### src/rtl/csi_pkg.sv
// Shared types and constants of the CSI escape parser.
// No dependencies.
package csi_pkg;

  localparam logic [2:0] KIND_CHAR   = 3'd0;
  localparam logic [2:0] KIND_STYLE  = 3'd1;
  localparam logic [2:0] KIND_CURSOR = 3'd2;
  localparam logic [2:0] KIND_ELINE  = 3'd3;
  localparam logic [2:0] KIND_ESCR   = 3'd4;

  localparam logic [1:0] PH_TEXT = 2'd0;
  localparam logic [1:0] PH_ESC  = 2'd1;
  localparam logic [1:0] PH_CSI  = 2'd2;

  localparam logic [1:0] MODE_PAL = 2'd0;
  localparam logic [1:0] MODE_IDX = 2'd1;
  localparam logic [1:0] MODE_RGB = 2'd2;

  localparam logic [1:0] REG_WIDTH  = 2'd0;
  localparam logic [1:0] REG_HEIGHT = 2'd1;
  localparam logic [1:0] REG_DFG    = 2'd2;
  localparam logic [1:0] REG_DBG    = 2'd3;

  localparam logic [7:0] WIDTH_RESET  = 8'd80;
  localparam logic [7:0] HEIGHT_RESET = 8'd25;
  localparam logic [3:0] DFG_RESET    = 4'd7;
  localparam logic [3:0] DBG_RESET    = 4'd0;

  localparam logic [7:0] CH_ESC   = 8'h1B;
  localparam logic [7:0] CH_LBRK  = 8'h5B;
  localparam logic [7:0] CH_SEMI  = 8'h3B;
  localparam logic [7:0] CH_ZERO  = 8'h30;
  localparam logic [7:0] CH_NINE  = 8'h39;
  localparam logic [7:0] CH_LOW_M = 8'h6D;
  localparam logic [7:0] CH_UP_H  = 8'h48;
  localparam logic [7:0] CH_LOW_F = 8'h66;
  localparam logic [7:0] CH_UP_K  = 8'h4B;
  localparam logic [7:0] CH_UP_J  = 8'h4A;

  localparam int SGR_RESET   = 0;
  localparam int SGR_INVERT  = 7;
  localparam int SGR_FG_EXT  = 38;
  localparam int SGR_BG_EXT  = 48;
  localparam int SGR_FG_DEF  = 39;
  localparam int SGR_BG_DEF  = 49;
  localparam int SGR_FG_BASE = 30;
  localparam int SGR_BG_BASE = 40;
  localparam int SGR_FG_BRT  = 90;
  localparam int SGR_BG_BRT  = 100;
  localparam int SGR_CLR_BASE = 21;
  localparam logic [7:0] SEL_IDX = 8'd5;
  localparam logic [7:0] SEL_RGB = 8'd2;

  typedef struct packed {
    logic [2:0]  result_kind;
    logic [7:0]  out_char;
    logic [1:0]  fg_mode;
    logic [23:0] fg_value;
    logic [1:0]  bg_mode;
    logic [23:0] bg_value;
    logic [2:0]  style_flags;
    logic [7:0]  cursor_row;
    logic [7:0]  cursor_col;
    logic [1:0]  erase_mode;
  } res_t;

endpackage

### src/rtl/csi_in_if.sv
// Byte input channel of the CSI parser.
// No dependencies.
interface csi_in_if;
  logic       valid;
  logic       ready;
  logic [7:0] in_byte;
  modport source (output valid, output in_byte, input ready);
  modport sink (input valid, input in_byte, output ready);
endinterface

### src/rtl/csi_out_if.sv
// Result channel of the CSI parser.
// No dependencies.
interface csi_out_if;
  logic        valid;
  logic        ready;
  logic [2:0]  result_kind;
  logic [7:0]  out_char;
  logic [1:0]  fg_mode;
  logic [23:0] fg_value;
  logic [1:0]  bg_mode;
  logic [23:0] bg_value;
  logic [2:0]  style_flags;
  logic [7:0]  cursor_row;
  logic [7:0]  cursor_col;
  logic [1:0]  erase_mode;
  modport source (output valid, output result_kind, output out_char, output fg_mode,
                  output fg_value, output bg_mode, output bg_value, output style_flags,
                  output cursor_row, output cursor_col, output erase_mode, input ready);
  modport sink (input valid, input result_kind, input out_char, input fg_mode,
                input fg_value, input bg_mode, input bg_value, input style_flags,
                input cursor_row, input cursor_col, input erase_mode, output ready);
endinterface

### src/rtl/ansi_csi_escape_parser_unit.sv
// ANSI CSI escape parser top level: byte parser, parameter stack memory, SGR walk.
// Depends on csi_pkg, csi_in_if and csi_out_if.
//
//   channel   dir   handshake        payload
//   in_ch     in    valid/ready      in_byte
//   out_ch    out   valid/ready      result_kind .. erase_mode
//   cfg_*     in    cfg_we           cfg_index, cfg_wdata
//
// Text, digit and ';' bytes are handled in ST_IDLE without leaving it.
// A final 'm' walks the stack through one read port, fetching each parameter
// (ST_FETCH) and applying it (ST_CODE). 'H'/'f' pass ST_PFETCH, ST_P0, ST_P1; 'K'/'J' ST_PFETCH, ST_P0.
// Reset is synchronous and active low; the stack needs no clearing pass.
// in_ch.ready drops during a walk and while an untaken result would block.
module ansi_csi_escape_parser_unit #(
  parameter int PARAM_DEPTH = 16,
  parameter int PARAM_BITS  = 16
) (
  input  logic       clk,
  input  logic       rst_n,
  csi_in_if.sink     in_ch,
  csi_out_if.source  out_ch,
  input  logic       cfg_we,
  input  logic [1:0] cfg_index,
  input  logic [7:0] cfg_wdata
);
  import csi_pkg::*;

  localparam int AW = (PARAM_DEPTH > 1) ? $clog2(PARAM_DEPTH) : 1;
  localparam int IW = AW + 3;
  localparam int PW = PARAM_BITS + 4;

  localparam logic [3:0] ST_IDLE   = 4'd0;
  localparam logic [3:0] ST_FETCH  = 4'd1;
  localparam logic [3:0] ST_CODE   = 4'd2;
  localparam logic [3:0] ST_SEL    = 4'd3;
  localparam logic [3:0] ST_IDX    = 4'd4;
  localparam logic [3:0] ST_RED    = 4'd5;
  localparam logic [3:0] ST_GRN    = 4'd6;
  localparam logic [3:0] ST_BLU    = 4'd7;
  localparam logic [3:0] ST_PFETCH = 4'd8;
  localparam logic [3:0] ST_P0     = 4'd9;
  localparam logic [3:0] ST_P1     = 4'd10;

  logic [PARAM_BITS-1:0] mem [PARAM_DEPTH];

  logic [7:0]  width_r, height_r;
  logic [3:0]  dfg_r, dbg_r;
  logic [1:0]  phase_r, phase_nxt;
  logic [3:0]  st_r, st_nxt;
  logic [AW-1:0] pos_r, pos_nxt;
  logic [PARAM_BITS-1:0] acc_r, acc_nxt;
  logic [IW-1:0] i_r, i_nxt, cnt_r, cnt_nxt;
  logic [2:0]  fin_r, fin_nxt;
  logic        isbg_r, isbg_nxt;
  logic [7:0]  red_r, red_nxt, grn_r, grn_nxt;
  logic [PARAM_BITS-1:0] p0_r, p0_nxt;
  logic [1:0]  fgm_r, fgm_nxt, bgm_r, bgm_nxt;
  logic [23:0] fgv_r, fgv_nxt, bgv_r, bgv_nxt;
  logic [2:0]  flags_r, flags_nxt;
  logic        ovalid_r;
  res_t        res_r, res_nxt;
  logic        emit;

  logic        mem_we;
  logic [IW-1:0] rd_idx;
  logic [PARAM_BITS-1:0] rdata_r;
  logic        rd_ok_r;

  logic        in_acc;
  logic [7:0]  b;
  logic [PW-1:0] prod;
  logic [PARAM_BITS-1:0] n, pv, sub;
  logic [IW-1:0] i1, i2, i3, i4, i5;
  logic [7:0]  hi0, wd0, rowc, colc;

  assign b      = in_ch.in_byte;
  assign in_ch.ready = (st_r == ST_IDLE) && (!ovalid_r || out_ch.ready);
  assign in_acc = in_ch.valid && in_ch.ready;

  assign i1 = i_r + IW'(1);
  assign i2 = i_r + IW'(2);
  assign i3 = i_r + IW'(3);
  assign i4 = i_r + IW'(4);
  assign i5 = i_r + IW'(5);
  assign n  = rdata_r;
  assign pv = rd_ok_r ? rdata_r : '0;

  // acc*10 + digit as two shifts and two adds; any carry past PARAM_BITS saturates.
  assign prod = (PW'(acc_r) << 3) + (PW'(acc_r) << 1) + PW'(b[3:0]);

  // Cursor clamp: zero limits act as one, zero parameters as one.
  assign hi0 = (height_r == 8'd0) ? 8'd1 : height_r;
  assign wd0 = (width_r == 8'd0) ? 8'd1 : width_r;
  assign rowc = (p0_r == '0) ? 8'd0 :
                (p0_r > PARAM_BITS'(hi0)) ? hi0 - 8'd1 : p0_r[7:0] - 8'd1;
  assign colc = (pv == '0) ? 8'd0 :
                (pv > PARAM_BITS'(wd0)) ? wd0 - 8'd1 : pv[7:0] - 8'd1;

  always_comb begin
    phase_nxt = phase_r;
    st_nxt    = st_r;
    pos_nxt   = pos_r;
    acc_nxt   = acc_r;
    i_nxt     = i_r;
    cnt_nxt   = cnt_r;
    fin_nxt   = fin_r;
    isbg_nxt  = isbg_r;
    red_nxt   = red_r;
    grn_nxt   = grn_r;
    p0_nxt    = p0_r;
    fgm_nxt   = fgm_r;
    fgv_nxt   = fgv_r;
    bgm_nxt   = bgm_r;
    bgv_nxt   = bgv_r;
    flags_nxt = flags_r;
    mem_we    = 1'b0;
    rd_idx    = i_r;
    emit      = 1'b0;
    res_nxt   = '0;
    sub       = '0;

    case (st_r)
      ST_IDLE: begin
        if (in_acc) begin
          case (phase_r)
            PH_TEXT: begin
              if (b == CH_ESC) begin
                phase_nxt = PH_ESC;
              end else begin
                emit = 1'b1;
                res_nxt.result_kind = KIND_CHAR;
                res_nxt.out_char = b;
              end
            end
            PH_ESC: begin
              if (b == CH_LBRK) begin
                phase_nxt = PH_CSI;
                pos_nxt   = '0;
                acc_nxt   = '0;
              end else begin
                phase_nxt = PH_TEXT;
                emit = 1'b1;
                res_nxt.result_kind = KIND_CHAR;
                res_nxt.out_char = b;
              end
            end
            PH_CSI: begin
              if (b >= CH_ZERO && b <= CH_NINE) begin
                acc_nxt = (|prod[PW-1:PARAM_BITS]) ? '1 : prod[PARAM_BITS-1:0];
              end else if (b == CH_SEMI) begin
                acc_nxt = '0;
                if (pos_r == AW'(PARAM_DEPTH - 1)) begin
                  // Stack overflow abandons the sequence.
                  pos_nxt   = '0;
                  phase_nxt = PH_TEXT;
                end else begin
                  mem_we  = 1'b1;
                  pos_nxt = pos_r + AW'(1);
                end
              end else begin
                mem_we    = 1'b1;
                cnt_nxt   = IW'(pos_r) + IW'(1);
                pos_nxt   = '0;
                acc_nxt   = '0;
                phase_nxt = PH_TEXT;
                i_nxt     = '0;
                if (b == CH_LOW_M) begin
                  st_nxt = ST_FETCH;
                end else if (b == CH_UP_H || b == CH_LOW_F) begin
                  fin_nxt = KIND_CURSOR;
                  st_nxt  = ST_PFETCH;
                end else if (b == CH_UP_K) begin
                  fin_nxt = KIND_ELINE;
                  st_nxt  = ST_PFETCH;
                end else if (b == CH_UP_J) begin
                  fin_nxt = KIND_ESCR;
                  st_nxt  = ST_PFETCH;
                end
              end
            end
            default: phase_nxt = PH_TEXT;
          endcase
        end
      end

      ST_FETCH: begin
        if (i_r >= cnt_r) begin
          emit   = 1'b1;
          st_nxt = ST_IDLE;
        end else begin
          rd_idx = i_r;
          st_nxt = ST_CODE;
        end
      end

      ST_CODE: begin
        if (n == PARAM_BITS'(SGR_FG_EXT) || n == PARAM_BITS'(SGR_BG_EXT)) begin
          isbg_nxt = (n == PARAM_BITS'(SGR_BG_EXT));
          if (i1 >= cnt_r) begin
            emit   = 1'b1;
            st_nxt = ST_IDLE;
          end else begin
            rd_idx = i1;
            st_nxt = ST_SEL;
          end
        end else begin
          i_nxt  = i1;
          st_nxt = ST_FETCH;
          if (n == PARAM_BITS'(SGR_RESET)) begin
            fgm_nxt = MODE_PAL;
            fgv_nxt = 24'(dfg_r);
            bgm_nxt = MODE_PAL;
            bgv_nxt = 24'(dbg_r);
            flags_nxt = '0;
          end else if (n >= PARAM_BITS'(1) && n <= PARAM_BITS'(3)) begin
            flags_nxt = flags_r | (3'b001 << (n[1:0] - 2'd1));
          end else if (n >= PARAM_BITS'(SGR_CLR_BASE) &&
                       n <= PARAM_BITS'(SGR_CLR_BASE + 2)) begin
            sub = n - PARAM_BITS'(SGR_CLR_BASE);
            flags_nxt = flags_r & ~(3'b001 << sub[1:0]);
          end else if (n == PARAM_BITS'(SGR_INVERT)) begin
            fgm_nxt = bgm_r;
            fgv_nxt = bgv_r;
            bgm_nxt = fgm_r;
            bgv_nxt = fgv_r;
          end else if (n >= PARAM_BITS'(SGR_FG_BASE) &&
                       n <= PARAM_BITS'(SGR_FG_BASE + 7)) begin
            sub = n - PARAM_BITS'(SGR_FG_BASE);
            fgm_nxt = MODE_PAL;
            fgv_nxt = 24'(sub[2:0]);
          end else if (n == PARAM_BITS'(SGR_FG_DEF)) begin
            fgm_nxt = MODE_PAL;
            fgv_nxt = 24'(dfg_r);
          end else if (n >= PARAM_BITS'(SGR_BG_BASE) &&
                       n <= PARAM_BITS'(SGR_BG_BASE + 7)) begin
            sub = n - PARAM_BITS'(SGR_BG_BASE);
            bgm_nxt = MODE_PAL;
            bgv_nxt = 24'(sub[2:0]);
          end else if (n == PARAM_BITS'(SGR_BG_DEF)) begin
            bgm_nxt = MODE_PAL;
            bgv_nxt = 24'(dbg_r);
          end else if (n >= PARAM_BITS'(SGR_FG_BRT) &&
                       n <= PARAM_BITS'(SGR_FG_BRT + 7)) begin
            sub = n - PARAM_BITS'(SGR_FG_BRT);
            fgm_nxt = MODE_PAL;
            fgv_nxt = 24'({1'b1, sub[2:0]});
          end else if (n >= PARAM_BITS'(SGR_BG_BRT) &&
                       n <= PARAM_BITS'(SGR_BG_BRT + 7)) begin
            sub = n - PARAM_BITS'(SGR_BG_BRT);
            bgm_nxt = MODE_PAL;
            bgv_nxt = 24'({1'b1, sub[2:0]});
          end
        end
      end

      ST_SEL: begin
        if (n[7:0] == SEL_IDX) begin
          if (i2 >= cnt_r) begin
            emit   = 1'b1;
            st_nxt = ST_IDLE;
          end else begin
            rd_idx = i2;
            st_nxt = ST_IDX;
          end
        end else if (n[7:0] == SEL_RGB) begin
          if (i4 >= cnt_r) begin
            emit   = 1'b1;
            st_nxt = ST_IDLE;
          end else begin
            rd_idx = i2;
            st_nxt = ST_RED;
          end
        end else begin
          i_nxt  = i2;
          st_nxt = ST_FETCH;
        end
      end

      ST_IDX: begin
        if (isbg_r) begin
          bgm_nxt = MODE_IDX;
          bgv_nxt = 24'(n[7:0]);
        end else begin
          fgm_nxt = MODE_IDX;
          fgv_nxt = 24'(n[7:0]);
        end
        i_nxt  = i3;
        st_nxt = ST_FETCH;
      end

      ST_RED: begin
        red_nxt = n[7:0];
        rd_idx  = i3;
        st_nxt  = ST_GRN;
      end

      ST_GRN: begin
        grn_nxt = n[7:0];
        rd_idx  = i4;
        st_nxt  = ST_BLU;
      end

      ST_BLU: begin
        if (isbg_r) begin
          bgm_nxt = MODE_RGB;
          bgv_nxt = {red_r, grn_r, n[7:0]};
        end else begin
          fgm_nxt = MODE_RGB;
          fgv_nxt = {red_r, grn_r, n[7:0]};
        end
        i_nxt  = i5;
        st_nxt = ST_FETCH;
      end

      ST_PFETCH: begin
        rd_idx = '0;
        st_nxt = ST_P0;
      end

      ST_P0: begin
        p0_nxt = pv;
        if (fin_r == KIND_CURSOR) begin
          rd_idx = IW'(1);
          st_nxt = ST_P1;
        end else begin
          emit = 1'b1;
          res_nxt.result_kind = fin_r;
          res_nxt.erase_mode = (pv <= PARAM_BITS'(2)) ? pv[1:0] : 2'd0;
          st_nxt = ST_IDLE;
        end
      end

      ST_P1: begin
        emit = 1'b1;
        res_nxt.result_kind = KIND_CURSOR;
        res_nxt.cursor_row = rowc;
        res_nxt.cursor_col = colc;
        st_nxt = ST_IDLE;
      end

      default: st_nxt = ST_IDLE;
    endcase

    // Style results carry the style as it stands when the walk ends.
    if (emit && st_r != ST_IDLE && st_r != ST_P0 && st_r != ST_P1) begin
      res_nxt.result_kind = KIND_STYLE;
      res_nxt.fg_mode     = fgm_r;
      res_nxt.fg_value    = fgv_r;
      res_nxt.bg_mode     = bgm_r;
      res_nxt.bg_value    = bgv_r;
      res_nxt.style_flags = flags_r;
    end
  end

  always_ff @(posedge clk) begin
    if (mem_we) begin
      mem[pos_r] <= acc_r;
    end
    rdata_r <= mem[rd_idx[AW-1:0]];
    rd_ok_r <= (rd_idx < cnt_r);
  end

  always_ff @(posedge clk) begin
    if (!rst_n) begin
      width_r  <= WIDTH_RESET;
      height_r <= HEIGHT_RESET;
      dfg_r    <= DFG_RESET;
      dbg_r    <= DBG_RESET;
    end else if (cfg_we) begin
      case (cfg_index)
        REG_WIDTH:  width_r  <= cfg_wdata;
        REG_HEIGHT: height_r <= cfg_wdata;
        REG_DFG:    dfg_r    <= cfg_wdata[3:0];
        REG_DBG:    dbg_r    <= cfg_wdata[3:0];
        default: ;
      endcase
    end
  end

  always_ff @(posedge clk) begin
    if (!rst_n) begin
      phase_r  <= PH_TEXT;
      st_r     <= ST_IDLE;
      pos_r    <= '0;
      acc_r    <= '0;
      i_r      <= '0;
      cnt_r    <= IW'(1);
      fin_r    <= KIND_CHAR;
      isbg_r   <= 1'b0;
      fgm_r    <= MODE_PAL;
      fgv_r    <= 24'(DFG_RESET);
      bgm_r    <= MODE_PAL;
      bgv_r    <= 24'(DBG_RESET);
      flags_r  <= '0;
      ovalid_r <= 1'b0;
    end else begin
      phase_r  <= phase_nxt;
      st_r     <= st_nxt;
      pos_r    <= pos_nxt;
      acc_r    <= acc_nxt;
      i_r      <= i_nxt;
      cnt_r    <= cnt_nxt;
      fin_r    <= fin_nxt;
      isbg_r   <= isbg_nxt;
      fgm_r    <= fgm_nxt;
      fgv_r    <= fgv_nxt;
      bgm_r    <= bgm_nxt;
      bgv_r    <= bgv_nxt;
      flags_r  <= flags_nxt;
      if (emit) begin
        ovalid_r <= 1'b1;
      end else if (out_ch.ready) begin
        ovalid_r <= 1'b0;
      end
    end
  end

  always_ff @(posedge clk) begin
    red_r <= red_nxt;
    grn_r <= grn_nxt;
    p0_r  <= p0_nxt;
    if (emit) begin
      res_r <= res_nxt;
    end
  end

  assign out_ch.valid       = ovalid_r;
  assign out_ch.result_kind = res_r.result_kind;
  assign out_ch.out_char    = res_r.out_char;
  assign out_ch.fg_mode     = res_r.fg_mode;
  assign out_ch.fg_value    = res_r.fg_value;
  assign out_ch.bg_mode     = res_r.bg_mode;
  assign out_ch.bg_value    = res_r.bg_value;
  assign out_ch.style_flags = res_r.style_flags;
  assign out_ch.cursor_row  = res_r.cursor_row;
  assign out_ch.cursor_col  = res_r.cursor_col;
  assign out_ch.erase_mode  = res_r.erase_mode;

endmodule

### src/flat_wrapper.sv
// flat-port wrapper written by rule: the top's interface ports become plain ports
module ansi_csi_escape_parser_unit_flat import csi_pkg::*;
#(
  parameter int PARAM_DEPTH = 16,
  parameter int PARAM_BITS  = 16
)
  (clk, rst_n, cfg_we, cfg_index, cfg_wdata, in_ch_valid, in_ch_in_byte, in_ch_ready, out_ch_valid, out_ch_result_kind, out_ch_out_char, out_ch_fg_mode, out_ch_fg_value, out_ch_bg_mode, out_ch_bg_value, out_ch_style_flags, out_ch_cursor_row, out_ch_cursor_col, out_ch_erase_mode, out_ch_ready);
  csi_in_if in_ch_i ();
  csi_out_if out_ch_i ();
  input  logic clk;
  input  logic rst_n;
  input  logic cfg_we;
  input  logic [1:0] cfg_index;
  input  logic [7:0] cfg_wdata;
  input wire logic [$bits(in_ch_i.valid)-1:0] in_ch_valid;
  input wire logic [$bits(in_ch_i.in_byte)-1:0] in_ch_in_byte;
  output wire logic [$bits(in_ch_i.ready)-1:0] in_ch_ready;
  output wire logic [$bits(out_ch_i.valid)-1:0] out_ch_valid;
  output wire logic [$bits(out_ch_i.result_kind)-1:0] out_ch_result_kind;
  output wire logic [$bits(out_ch_i.out_char)-1:0] out_ch_out_char;
  output wire logic [$bits(out_ch_i.fg_mode)-1:0] out_ch_fg_mode;
  output wire logic [$bits(out_ch_i.fg_value)-1:0] out_ch_fg_value;
  output wire logic [$bits(out_ch_i.bg_mode)-1:0] out_ch_bg_mode;
  output wire logic [$bits(out_ch_i.bg_value)-1:0] out_ch_bg_value;
  output wire logic [$bits(out_ch_i.style_flags)-1:0] out_ch_style_flags;
  output wire logic [$bits(out_ch_i.cursor_row)-1:0] out_ch_cursor_row;
  output wire logic [$bits(out_ch_i.cursor_col)-1:0] out_ch_cursor_col;
  output wire logic [$bits(out_ch_i.erase_mode)-1:0] out_ch_erase_mode;
  input wire logic [$bits(out_ch_i.ready)-1:0] out_ch_ready;
  assign in_ch_i.valid = in_ch_valid;
  assign in_ch_i.in_byte = in_ch_in_byte;
  assign in_ch_ready = in_ch_i.ready;
  assign out_ch_valid = out_ch_i.valid;
  assign out_ch_result_kind = out_ch_i.result_kind;
  assign out_ch_out_char = out_ch_i.out_char;
  assign out_ch_fg_mode = out_ch_i.fg_mode;
  assign out_ch_fg_value = out_ch_i.fg_value;
  assign out_ch_bg_mode = out_ch_i.bg_mode;
  assign out_ch_bg_value = out_ch_i.bg_value;
  assign out_ch_style_flags = out_ch_i.style_flags;
  assign out_ch_cursor_row = out_ch_i.cursor_row;
  assign out_ch_cursor_col = out_ch_i.cursor_col;
  assign out_ch_erase_mode = out_ch_i.erase_mode;
  assign out_ch_i.ready = out_ch_ready;
  ansi_csi_escape_parser_unit #(.PARAM_DEPTH(PARAM_DEPTH), .PARAM_BITS(PARAM_BITS)) u_core (.clk(clk), .rst_n(rst_n), .in_ch(in_ch_i), .out_ch(out_ch_i), .cfg_we(cfg_we), .cfg_index(cfg_index), .cfg_wdata(cfg_wdata));
endmodule
### config.mk
export PLATFORM = sky130hd
export DESIGN_NAME = ansi_csi_escape_parser_unit_flat
export DESIGN_NICKNAME = d
export VERILOG_FILES = /design/src/rtl/csi_pkg.sv /design/src/rtl/csi_in_if.sv /design/src/rtl/csi_out_if.sv /design/src/rtl/ansi_csi_escape_parser_unit.sv /design/src/flat_wrapper.sv
export SDC_FILE = /design/constraint.sdc
export NUM_CORES = 1
export LEC_CHECK = 0
export ABC_AREA = 0
export BUFFER_PORTS_ARGS = -buffer_cell sky130_fd_sc_hd__buf_2
export CORE_MARGIN = 4
export CORE_UTILIZATION = 45
export CTS_CLUSTER_DIAMETER = 50
export DETAILED_ROUTE_END_ITERATION = 10
export HOLD_SLACK_MARGIN = 0.12
export REMOVE_ABC_BUFFERS = 1
export SLEW_MARGIN = 20
export SYNTH_ARGS = -nofsm -noshare
export SYNTH_HDL_FRONTEND = slang
export SYNTH_SLANG_ARGS = --single-unit
### constraint.sdc
create_clock -name clk -period 5.35 [get_ports clk]
set_input_delay 0.8025 -clock clk [delete_from_list [all_inputs] [get_ports clk]]
set_output_delay 0.8025 -clock clk [all_outputs]
set_load 0.1 [all_outputs]
* Yosys cells after proc, flatten, opt, wreduce, memory -nomap -nowiden
Memory sizes are Yosys's and may differ from the RTL's. A register that Yosys moved wholly into a read port is not among the register bits. Index checks and enable logic that the tools add are counted.
Storage, ports and cells: memories kept 1, ROM bits 0, register bits after elaboration 241, latch bits 0, bits in writable memories 256, input port bits 23
Cells by class: div/mod/pow operators 0, mux-type cells 142, equality and inequality tests 59, $lt $le $gt $ge 22, shift operators 2, reduce and logical (&&, ||, !) cells 52, $mul 0, bitwise gates (word level) 10, add/subtract/negate cells 19
Memory list:
- u_core.mem | words 16, width 16, read ports 1, clocked after Yosys merged registers in 1, write ports 1, line ansi_csi_escape_parser_unit.sv:44 | logic [PARAM_BITS-1:0] mem [PARAM_DEPTH];
Operator list (number):
- 24-bit two-way mux | 25
- 24-bit one-hot mux with 3 select lines | 2
- 7-bit two-way mux | 14
- 2-bit two-way mux | 33
- 16-bit by 6-bit == test with 1-bit output (second input constant) | 4
- 16-bit two-way mux | 4
- 4-bit two-way mux | 14
- 8-bit by 7-bit == test with 1-bit output (second input constant) | 6
- 16-bit logical NOT | 3
- 8-bit two-way mux | 6
- 7-bit one-hot mux with 6 select lines | 1
- 4-bit one-hot mux with 9 select lines | 1
- 7-bit one-hot mux with 5 select lines | 1
- 16-bit by 5-bit greater-or-equal comparator with 1-bit output (second input constant) | 2
- 16-bit by 7-bit greater-or-equal comparator with 1-bit output (second input constant) | 2
- 16-bit by 8-bit greater-than comparator with 1-bit output | 2
- 16-bit by 2-bit less-or-equal comparator with 1-bit output (second input constant) | 2
- 16-bit by 6-bit less-or-equal comparator with 1-bit output (second input constant) | 2
- 16-bit by 7-bit less-or-equal comparator with 1-bit output (second input constant) | 2
- 16-bit one-hot mux with 2 select lines | 1
- 8-bit by 1-bit subtractor with 8-bit output (second input constant) | 4
- 3-bit two-way mux | 10
- 7-bit greater-or-equal comparator | 4
- 11-bit one-hot mux with 2 select lines | 1
- 71 further kinds | 160

* Longest topological paths before layout
Gate-level depths: netlist of the first run.
depth after elaboration 14, mapped depth 20, depth with buffers taken out 18

* Worst setup path before layout of the first run
OpenSTA, ideal clock, no wires.
kind flip-flop to flip-flop, from register u_core.st_r[0], to register u_core.res_r, in the netlist u_core.out_ch.bg_mode[0] (enable), required time 4.912 ns, arrival 4.982 ns, setup time 0.438 ns, buffers on the path 1, stages on the path, launching flop included 10, setup slack -0.070 ns, cell sequence dfxtp_1 -> clkbuf_1 -> or4_1 -> nor2b_1 -> and2_1 -> a21boi_0 -> o31a_1 -> or3_1 -> nor4_1 -> inv_1
Between the ends: longest elaborated chain between the ends 5
RTL lines:
- from (decl) | line ansi_csi_escape_parser_unit.sv:49 | logic [3:0] st_r, st_nxt;
- from (signal assigned) | line ansi_csi_escape_parser_unit.sv:398 | st_r <= st_nxt;
- 4-bit logical NOT | line ansi_csi_escape_parser_unit.sv:77 | assign in_ch.ready = (st_r == ST_IDLE) && (!ovalid_r || out_ch.ready);
- 1-bit logical AND | line ansi_csi_escape_parser_unit.sv:77
- named net in_ch_ready | line flat_wrapper.sv:17 | output wire logic [$bits(in_ch_i.ready)-1:0] in_ch_ready;
- 1-bit logical AND | line ansi_csi_escape_parser_unit.sv:78 | assign in_acc = in_ch.valid && in_ch.ready;
- 1-bit two-way mux | line ansi_csi_escape_parser_unit.sv:124 | if (in_acc) begin
- 1-bit one-hot mux with 6 select lines | line ansi_csi_escape_parser_unit.sv:122 | case (st_r)
- named net u_core.emit | line ansi_csi_escape_parser_unit.sv:62 | logic emit;
- to (signal assigned) | line ansi_csi_escape_parser_unit.sv:423 | res_r <= res_nxt;
- to (decl) | line ansi_csi_escape_parser_unit.sv:61 | res_t res_r, res_nxt;
The timed path passes the listed nets, and every way through them passes these cells. A chain may end at the register's enable or synchronous reset.

* Worst setup path after layout of the first run
from register u_core.i_r[2], to register u_core.rdata_r[0], in the netlist u_core.n[0], read port of u_core.mem
Between the ends: longest elaborated chain between the ends 6
RTL lines:
- from (decl) | line ansi_csi_escape_parser_unit.sv:52 | logic [IW-1:0] i_r, i_nxt, cnt_r, cnt_nxt;
- from (signal assigned) | line ansi_csi_escape_parser_unit.sv:401 | i_r <= i_nxt;
- 7-bit by 3-bit adder with 7-bit output | line ansi_csi_escape_parser_unit.sv:83 | assign i4 = i_r + IW'(4);
- 7-bit greater-or-equal comparator | line ansi_csi_escape_parser_unit.sv:266 | if (i4 >= cnt_r) begin
- 7-bit two-way mux | line ansi_csi_escape_parser_unit.sv:266
- 7-bit two-way mux | line ansi_csi_escape_parser_unit.sv:265 | end else if (n[7:0] == SEL_RGB) begin
- 7-bit two-way mux | line ansi_csi_escape_parser_unit.sv:257 | if (n[7:0] == SEL_IDX) begin
- 7-bit one-hot mux with 6 select lines * | line ansi_csi_escape_parser_unit.sv:122
- to (decl) | line ansi_csi_escape_parser_unit.sv:66 | logic [PARAM_BITS-1:0] rdata_r;
Mark *: on every way between the ends. The rest lies on a longest branch, timed or not.

==> results of run 1 <==
stage by stage:
| step | std cells | util |
|---|---|---|
| 3_5_place_dp | 2778 | 0.4832 |
| 6_report | 2888 | 0.5201 |
| 5_1_grt | 2888 | 0.5201 |
| 3_3_place_gp | 2778 | 0.4832 |
| 2_1_floorplan | 1920 | - |
| 4_1_cts | 2888 | 0.5199 |
worst max path at each step:
stage | depth (start not counted) | from | endpoint
after floorplan | 9 | u_core.st_r[3] | u_core.n[0]
after CTS | 15 | u_core.i_r[2] | u_core.n[0]
final | 15 | u_core.i_r[2] | u_core.n[0]
after global routing | 15 | u_core.i_r[2] | u_core.n[0]
after global placement | 15 | u_core.i_r[2] | u_core.n[0]
after detailed placement | 15 | u_core.i_r[2] | u_core.n[0]
sequential cells by signal, indices dropped and copies added (netlist names), 16 cells and up:
signal / cells
u_core.out_ch.bg_value: 24
u_core.acc_r: 16
u_core.n: 16
u_core.mem: 256
u_core.p0_r: 16
u_core.bgv_r: 24
u_core.fgv_r: 24
u_core.out_ch.fg_value: 24
routing by layer:
| metal | up-vias | routed length [microns] |
|---|---|---|
| met4 | 0 | 1319 |
| met5 | - | 0 |
| met1 | 8069 | 27050 |
| met3 | 96 | 3483 |
| met2 | 467 | 28260 |
| li1 | 7926 | - |
tightest hold or removal path, cell delays in order (launching register included):
cell	delay [ns]
dfxtp_1	0.31
nand2_1	0.05
a21oi_1	0.05
cell families (layout without fill, tap and decap cells):
| group | Yosys count | in the layout |
|---|---|---|
| DFF | 511 | 511 |
| xor gates and xnor gates | 31 | 31 |
| muxes | 169 | 169 |
| and+or+nand+nor | 635 | 635 |
| AOI/OAI and AO/OA | 426 | 426 |
| buffers and inverters | 178 | 338 |
| adders and majority gates | 90 | 90 |
area by class of cell:
type	instances	area, sq um
clock inverter	26	266.5
tap	688	860.8
sequential	511	13950
multi-input combinational	1351	9373
fill	4612	25320
timing repair buffer	170	1094
clock buffer	84	1673
inverter	58	219.0
repair_timing:
item                       in CTS  in global routing
setup buffers                   0                  0
setup endpoints to repair       0                  1
gates resized for setup         0                  1
power by group through the flow:
stage               clock, W  sequential, W  combinational, W
global route         0.00419        0.00426          0.000424
finish               0.00394        0.00426          0.000406
floorplan                  0        0.00459         0.0000754
detailed placement         0        0.00435          0.000408
CTS                  0.00402        0.00426          0.000409
global placement           0        0.00435          0.000405
cells in the final DEF (no fill, tap or decap), drive strengths merged, types with 7 or more instances in the layout:
cell     instances
or4             25
mux2i           98
and2            84
nand3           30
a22oi           45
a2111oi         70
ha              88
nor2           256
a31oi            8
nor3b            7
xnor2           17
o21a             8
or3              9
buf            170
inv             64
dfxtp          139
edfxtp         372
o21ai           72
nand2b          15
nand2           96
or2              7
and3             9
nor2b           15
a211oi          52
o22ai            7
nor3            38
xor2            14
a21oi           77
nor4             8
o211ai          14
clkinv          15
nand4           18
a21o            18
mux2            71
clkbuf          84
==> run_results.csv, run 1 <==
group,metric,value,unit
status,run_status,"finished clean",
synth,synth-simple-area-share,0.1291,
critical_path,slowest_stage,"dfxtp_1",
pwr,power.share.switching,0.2278,
pwr,p_per_area,313.7,mW/mm^2
critical_path,max_stage_delay,0.72,ns
synth,synth_fa_ha_area_frac,0.04747,
synth,synth_compound_area_frac,0.1247,
placement,port_buffers,108,
sta,worst_pin_slew,0.9998,ns
die,core-area,0.05276,sq mm
sta,fmax,205.7,MHz
hold_path,min_to,"u_core.cnt_r[1]",
critical_path,reg2regPathDepth,15,
grt,grt.met2_usage,0.3378,
pwr,irDropWorstVdd,0.0002650,V
hold_path,hold_path.class,"reg2reg",
pwr,p_int,0.006646,W
finish,fin_area,0.02744,sq mm
die,fp-row-count,84,
sta,fin_tns_setup,0,ns
grt,grt_pass1_wl,92.68,mm
synth,synth.avg_cell_area,11.78,sq um
sta,fin_skew,0.01745,ns
pwr,p_sw,0.001961,W
critical_path,crit_type,"reg2reg",
critical_path,worstPathCellList,"ha_1 -> nand2_1 -> xnor2_1 -> inv_1 -> ha_1 -> o21ai_0 -> o2111ai_2 -> or4_1 -> o211ai_1 -> buf_12 -> buf_4 -> mux2_2 -> nor2_1 -> a2111oi_0 -> or4_1",
sta,slew_violations,0,
grt,first_global_vias,16280,
die,die_w,239.1,microns
synth,synth_area_leaders,"edfxtp_1 (46%), dfxtp_1 (12%), ha_1 (4.6%)",
clock_network,cts_tree,"yes",
synth,synth.area.mux_share,0.07407,
critical_path,crit-reg2reg-launch,"u_core.i_r[2]",
synth,yosysMostFrequentCell,"edfxtp_1",
critical_path,r2r_slack,0.49,ns
synth,yosysUniqueCellTypes,79,
critical_path,cp-end-kind,"flip-flop",
grt,groute.usage.overall,0.2053,
grt,grt.overflow.total,0,
grt,top_usage_layer,"met2",
route,drt_iter0_markers,1199,
sta,layout_worst_path_cycle_share,0.9088,
synth,synthCells,2040,
route,dr.pass1.iters,5,
route,routed_wl,60.12,mm
synth,synth_edf_count,372,
die,chipHeight,239.1,microns
finish,nets,2263,
critical_path,cp.arrival,5.33,ns
run,maxCapViolCount,0,
synth,synth_top_family_by_area,"simple AND/OR/NAND/NOR gates",
finish,area_growth,14.15,%
die,initial_core_util,0.4556,
grt,grt_antenna_before_repair,1,
clock_network,cts_buffer_depth,3,
finish,diodes,0,
synth,async_flop_share,0,
placement,dp_hpwl,38.53,mm
clock_network,root_buffer,"clkbuf_16",
pwr,total_power,0.008607,W
pwr,comb_power_share,0.047,
synth,ys_seq_area_frac,0.5805,
critical_path,r2r_end,"u_core.n[0]",
sta,hold-worst-slack,0.4636,ns
clock_network,clock_sinks,511,
route,antenna_left,0,
clock_network,h-tree-depth,2,
placement,place_ws,0.4471,ns
synth,synthesis.area,0.02404,sq mm
die,die-area,0.05718,sq mm
pwr,clkPwrFrac,0.458,
critical_path,worstPathMaxFanout,29,
pwr,p_seq_frac,0.495,
hold_path,hold_depth,2,
sta,min_period,4.862,ns
synth,ys_ff_latch,511,
placement,gp_congestion,0.8772,
sta,hold_viol,0,
critical_path,worst_path_dominant_cell_family,"simple AND/OR/NAND/NOR gates",
sta,setup_viol,0,
die,ios,109,
grt,grt_use_met3,0.02884,
placement,dpl_cell_area,0.02549,sq mm
grt,grt_max_degree,80,
hold_path,min_from,"u_core.cnt_r[1]",
clock_network,clkTransAtPathRegs,0.06,ns
finish,drive_gt1_frac,0.1650,
sta,layout_setup_ws,0.4878,ns
pwr,leakage,10.02,nW
route,vias,16560,
sta,relSlewSlack,0.3310,
synth,synth_area_leader_cell,"edfxtp_1",
route,route.detailed.drc,0,
route,via_per_inst,5.733,
critical_path,crit_path_start_kind,"flip-flop",
critical_path,critPathRequiredTime,5.82,ns
grt,grt_util_met1,0.2878,
synth,synthXorXnorAreaFrac,0.01130,
synth,yosys-top-cells-count,"edfxtp_1 (372), nor2_1 (256), dfxtp_1 (139)",
synth,synth_top_flop_cell,"edfxtp_1",
clock_network,numCtsBuffers,58,
clock_network,cts_hold_buf,0,
critical_path,path_buf_inv,3,
synth,ys_warn_count,0,
synth,synth_top_area_share,0.4647,
route,avgRoutedWirePerCell,20.82,microns
clock_network,worstSkewPairLatency,0.60,ns
sta,rsz0062_at_grt,"false",
Note: power is estimated with default switching activity, not from simulation.
==> run 2: changes to the inputs <==
--- a/config.mk
+++ b/config.mk
@@ -7,9 +7,9 @@
 export LEC_CHECK = 0
 export ABC_AREA = 0
 export BUFFER_PORTS_ARGS = -buffer_cell sky130_fd_sc_hd__buf_2
-export CORE_MARGIN = 4
+export CORE_MARGIN = 2
 export CORE_UTILIZATION = 45
-export CTS_CLUSTER_DIAMETER = 50
+export CTS_CLUSTER_DIAMETER = 80
 export DETAILED_ROUTE_END_ITERATION = 10
 export HOLD_SLACK_MARGIN = 0.12
 export REMOVE_ABC_BUFFERS = 1
==> run 2 against run 1 <==
Clock skew grew 0.032 ns; final area decreased by 0.45%; die area is 3.3% lower; wire length rose by 0.88%; count of clock-buffer cells in the layout shrank 16; non-clock buffer count grew 3; combinational power about the same; critical path depth rose by 3; first-iteration DRC count up 6.9%.
==> run_results.csv, run 2 (synthesis gave the netlist of run 1 again) <==
group,metric,value,unit
status,run_status,"finished clean",
sta,layout_setup_ws,0.3248,ns
critical_path,r2r_end,"u_core.rd_ok_r",
route,via_per_inst,5.747,
hold_path,min_to,"u_core.cnt_r[1]",
clock_network,root_buffer,"clkbuf_16",
hold_path,hold_path.class,"reg2reg",
sta,hold_viol,0,
die,die_w,235.1,microns
pwr,power.share.switching,0.2296,
finish,fin_util,0.5188,
critical_path,worst_path_dominant_cell_family,"compound AO/OA/AOI/OAI gates",
grt,grt_pass1_wl,93.41,mm
finish,drive_gt1_frac,0.1633,
route,antenna_left,0,
critical_path,max_stage_delay,0.68,ns
die,fp-row-count,84,
grt,first_global_vias,16150,
die,core-area,0.05266,sq mm
clock_network,h-tree-depth,2,
pwr,irDropWorstVdd,0.0002605,V
finish,area_growth,13.64,%
route,avgRoutedWirePerCell,21.06,microns
grt,groute.usage.overall,0.2144,
pwr,comb_power_share,0.048,
placement,place_ws,0.4914,ns
hold_path,hold_depth,2,
sta,slew_violations,0,
sta,fin_skew,0.04915,ns
sta,relSlewSlack,0.3076,
clock_network,post_cts_buffers,0,
sta,fmax,199.0,MHz
grt,grt_antenna_before_repair,2,
grt,grt.overflow.total,0,
route,routed_wl,60.65,mm
route,dr.pass1.iters,5,
sta,layout_worst_path_cycle_share,0.9393,
pwr,p_int,0.006528,W
clock_network,worstSkewPairLatency,0.63,ns
die,die-area,0.05528,sq mm
critical_path,slowest_stage,"dfxtp_1",
placement,port_buffers,108,
critical_path,crit-reg2reg-launch,"u_core.i_r[0]",
clock_network,cts_tree,"yes",
pwr,p_sw,0.001946,W
clock_network,cts_buffer_depth,3,
placement,gp_congestion,0.8717,
critical_path,worstPathCellList,"ha_1 -> nand2_1 -> xnor2_1 -> inv_1 -> ha_1 -> o21ai_0 -> o2111ai_1 -> nor2_1 -> a21oi_1 -> nand2_1 -> a221oi_4 -> inv_2 -> ha_1 -> a21o_1 -> a21oi_1 -> nand2_1 -> a221o_1 -> a2111oi_0",
clock_network,numCtsBuffers,53,
finish,layout_common_cells,"edfxtp_1 (372), nor2_1 (253), dfxtp_1 (139), buf_2 (108), mux2i_1 (98)",
clock_network,cts_hold_buf,0,
finish,nets,2261,
clock_network,postCtsResizedCells,0,
die,chipHeight,235.1,microns
critical_path,crit_type,"reg2reg",
finish,largest_register_ffs,256,
sta,min_period,5.025,ns
route,route.detailed.drc,0,
pwr,p_per_area,310.2,mW/mm^2
pwr,clkPwrFrac,0.449,
critical_path,crit_path_start_kind,"flip-flop",
critical_path,r2r_slack,0.32,ns
sta,rsz0062_at_grt,"false",
critical_path,worstPathMaxFanout,15,
finish,largest-register,"u_core.mem",
die,initial_core_util,0.4565,
route,vias,16550,
clock_network,clock_sinks,511,
pwr,leakage,9.973,nW
finish,diodes,0,
critical_path,cp-end-kind,"flip-flop",
pwr,total_power,0.008474,W
critical_path,cp.arrival,5.49,ns
hold_path,min_from,"u_core.cnt_r[1]",
route,drt_iter0_markers,1282,
sta,setup_viol,0,
critical_path,path_buf_inv,2,
finish,final_common_cell,"edfxtp_1",
run,maxCapViolCount,0,
die,ios,109,
sta,worst_pin_slew,1.035,ns
grt,grt_max_degree,80,
pwr,p_seq_frac,0.503,
critical_path,critPathRequiredTime,5.81,ns
clock_network,clkTransAtPathRegs,0.06,ns
placement,dp_hpwl,39.25,mm
critical_path,reg2regPathDepth,18,
==> run 2: cell count changes in the layout (fill, tap and decap cells not counted) <==
cell,before,now
clkinv_16,0,2
bufinv_16,3,7
clkinv_8,2,1
inv_8,1,0
inv_6,7,1
clkinv_2,5,11
o2111ai_2,1,0
clkinv_1,6,7
clkbuf_16,61,53
buf_12,7,6
clkbuf_1,17,12
o2111ai_1,1,2
buf_4,55,59
clkbuf_8,6,3
==> run 2: stage by stage <==
stage | TNS (ns) | hold WS (ns) | instances | instance area [sq um]
2_1_floorplan | -87.71 | 0.4363 | 1920 | 23470
3_3_place_gp | 0 | 0.4496 | 2781 | 25500
3_5_place_dp | 0 | 0.4545 | 2781 | 25500
4_1_cts | 0 | 0.4262 | 2880 | 27320
5_1_grt | 0 | 0.4454 | 2880 | 27320
6_report | 0 | 0.4573 | 2880 | 27320
==> run 2: worst max path at each step <==
stage                      from              end  slack (ns)  depth (start not counted)
2_1_floorplan    u_core.st_r[3]      u_core.n[0]       -5.06                          9
3_5_place_dp   in_ch_in_byte[3]  u_core.acc_r[2]        0.49                         12
6_report          u_core.i_r[0]   u_core.rd_ok_r        0.32                         18
5_1_grt           u_core.i_r[0]   u_core.rd_ok_r        0.04                         18
3_3_place_gp      u_core.i_r[0]   u_core.rd_ok_r        0.60                         18
4_1_cts           u_core.i_r[2]   u_core.rd_ok_r        0.44                         18
==> run 2: power groups by stage <==
stage / combinational [W] / sequential [W] / clock (W)
3_3_place_gp: 0.000402 / 0.00435 / 0
3_5_place_dp: 0.000406 / 0.00435 / 0
6_report: 0.000405 / 0.00426 / 0.00381
5_1_grt: 0.000422 / 0.00426 / 0.00403
4_1_cts: 0.000407 / 0.00426 / 0.00389
2_1_floorplan: 0.0000754 / 0.00459 / 0
==> run 2: final cells by class <==
cell class | instances | area (sq um)
fillers | 4579 | 25340
flip-flops and latches | 511 | 13950
multi-input cells | 1351 | 9366
clock buffers | 68 | 1413
repair buffers | 173 | 1104
well taps | 688 | 860.8
clock inverters | 31 | 400.4
inverters | 58 | 219.0
==> run 2: routing by layer <==
layer,vias to the layer above,wire length [microns],GRT usage
met3,91,3362,0.03647
met1,8104,27460,0.2957
met5,-,0,0
met2,441,28380,0.3482
li1,7916,-,-
met4,0,1440,0.06272
==> run 2: worst register-to-register path, delay by kind of cell (launching register included) <==
kind,cells,cell delay [ns]
adders and majority gates,3,0.90
buffers and inverters,2,0.20
DFF,1,0.68
AOI/OAI and AO/OA,8,2.16
and+or+nand+nor,4,0.50
xor gates and xnor gates,1,0.43
==> run 3: changes to the inputs <==
--- a/config.mk
+++ b/config.mk
@@ -7,6 +7,7 @@
 export LEC_CHECK = 0
 export ABC_AREA = 0
 export BUFFER_PORTS_ARGS = -buffer_cell sky130_fd_sc_hd__buf_2
+export CORE_ASPECT_RATIO = 0.5
 export CORE_MARGIN = 2
 export CORE_UTILIZATION = 45
 export CTS_CLUSTER_DIAMETER = 80
==> run 3 against run 2 <==
Die area rose by 0.21%; worst hold slack improved by 0.0024 ns; combinational power rose by 1%; maximum frequency rose by 1.3%; wire length rose by 1.3%; global-route usage rose by 0.57 points; utilization fell by 0.13 points; non-clock buffer count fell by 2; critical path depth fell by 4; power fell by 4.7%; largest cell class unchanged.
==> run_results.csv, run 3 (synthesis gave the netlist of run 1 again) <==
group,metric,value,unit
sta,fmax,201.5,MHz
sta,worst_pin_slew,1.012,ns
finish,num-fill-cells,4544,
finish,largest-register,"u_core.mem",
die,ios,109,
sta,hold_viol,0,
grt,grt_pass1_wl,94.14,mm
die,initial_core_util,0.4593,
clock_network,clock_sinks,511,
clock_network,post_cts_buffers,0,
finish,regArea,0.01395,sq mm
die,die_w,330.9,microns
route,via_per_inst,5.776,
route,drt_iter0_markers,1594,
status,run_status,"finished clean",
route,antenna_left,0,
critical_path,critPathRequiredTime,5.81,ns
finish,fin_cells,2879,
critical_path,r2r_end,"u_core.n[2]",
pwr,irDropWorstVdd,0.0001908,V
clock_network,cts_buffer_depth,3,
critical_path,cp-end-kind,"flip-flop",
sta,slew_violations,0,
finish,nets,2253,
placement,dp_hpwl,39.18,mm
finish,multi_input_area,0.009402,sq mm
route,dr.pass1.iters,8,
critical_path,crit-reg2reg-launch,"u_core.i_r[1]",
critical_path,cp.arrival,5.42,ns
critical_path,crit_type,"reg2reg",
sta,setup_viol,0,
clock_network,root_buffer,"clkbuf_16",
grt,grt.overflow.total,0,
die,core-area,0.05234,sq mm
route,vias,16630,
route,avgRoutedWirePerCell,21.34,microns
finish,drive_gt1_frac,0.1653,
pwr,leakage,9.836,nW
sta,relSlewSlack,0.3228,
clock_network,h-tree-depth,2,
placement,dpl_cell_area,0.02554,sq mm
sta,layout_worst_path_cycle_share,0.9275,
clock_network,clkTransAtPathRegs,0.07,ns
route,route.detailed.drc,0,
critical_path,reg2regPathDepth,14,
placement,port_buffers,108,
sta,fin_tns_setup,0,ns
grt,groute.usage.overall,0.2201,
placement,gp_congestion,0.9342,
clock_network,cts_hold_buf,0,
hold_path,hold_path.class,"reg2reg",
grt,grt_antenna_before_repair,0,
sta,min_period,4.962,ns
finish,final_common_cell,"edfxtp_1",
finish,diodes,0,
critical_path,r2r_slack,0.39,ns
die,fp-row-count,59,
pwr,p_per_area,298.1,mW/mm^2
placement,placed_cells,2792,
grt,grt_max_degree,76,
clock_network,postCtsResizedCells,0,
clock_network,worstSkewPairLatency,0.58,ns
sta,rsz0062_at_grt,"false",
die,chipHeight,167.4,microns
run,maxCapViolCount,0,
finish,area_growth,12.69,%
critical_path,crit_path_start,"u_core.i_r[1]",
route,routed_wl,61.43,mm
critical_path,crit_path_start_kind,"flip-flop",
grt,first_global_vias,15660,
critical_path,worstPathMaxFanout,50,
critical_path,setup.worst_path.end,"u_core.n[2]",
finish,fin_area,0.02709,sq mm
clock_network,numCtsBuffers,47,
die,die-area,0.05539,sq mm
sta,fin_skew,0.01389,ns
finish,layout_common_cells,"edfxtp_1 (372), nor2_1 (241), dfxtp_1 (139), buf_2 (108), mux2i_1 (98)",
finish,largest_register_ffs,256,
clock_network,cts_tree,"yes",
## run 3: critical path, cell delays in order (launching register included)
cell	delay (ns)
dfxtp_1	0.55
ha_1	0.38
xor2_1	0.37
ha_1	0.31
o21a_1	0.11
a211oi_1	0.26
o2111ai_1	0.41
or4_1	0.63
o211ai_1	0.18
buf_12	0.18
buf_12	0.27
mux2_2	0.38
nor2_1	0.13
a2111oi_0	0.10
or4_1	0.51
## run 3: power breakdown
group / total, W / internal (W) / switching, W
Sequential: 0.00426 / 0.00424 / 0.0000145
Clock: 0.00341 / 0.00189 / 0.00151
Combinational: 0.000409 / 0.0000603 / 0.000348
Total: 0.00807 / 0.00620 / 0.00188
## run 3: cell type report
type | instances | share of cell area
Tap cell | 701 | 0.03238
Multi-Input combinational cell | 1351 | 0.3471
Inverter | 58 | 0.008084
Clock buffer | 61 | 0.04869
Clock inverter | 26 | 0.008407
Timing Repair Buffer | 171 | 0.04019
Sequential cell | 511 | 0.5152
## run 3: how the worst min path moves through the flow
stage	cells past startpoint	endpoint	start	slack, ns
3_5_place_dp	2	u_core.cnt_r[1]	u_core.cnt_r[1]	0.45
5_1_grt	3	u_core.width_r[6]	cfg_wdata[6]	0.48
4_1_cts	2	u_core.cnt_r[1]	u_core.cnt_r[1]	0.46
2_1_floorplan	2	u_core.cnt_r[1]	u_core.cnt_r[1]	0.44
3_3_place_gp	2	u_core.cnt_r[1]	u_core.cnt_r[1]	0.45
6_report	2	u_core.cnt_r[1]	u_core.cnt_r[1]	0.46
## run 3: routing by layer
layer / vias up / part of all wire / wire length, microns / track usage
met1: 8109 / 0.46 / 28560 / 0.3190
met4: 0 / 0.021 / 1268 / 0.05430
met3: 95 / 0.058 / 3538 / 0.03057
met5: - / 0 / 0 / 0
li1: 7883 / - / - / -
met2: 542 / 0.46 / 28070 / 0.3489
## run 3: metrics by stage
| step | total power [W] | hold WS, ns | setup WS (ns) | utilization |
|---|---|---|---|---|
| after global routing | 0.008323 | 0.4842 | 0.1370 | 0.5175 |
| after global placement | 0.004753 | 0.4474 | 0.4563 | 0.4880 |
| after CTS | 0.008129 | 0.4587 | 0.4369 | 0.5175 |
| after detailed placement | 0.004755 | 0.4494 | 0.5228 | 0.4880 |
| after floorplan | 0.004670 | 0.4363 | -5.063 | - |
| final | 0.008073 | 0.4598 | 0.3878 | 0.5175 |
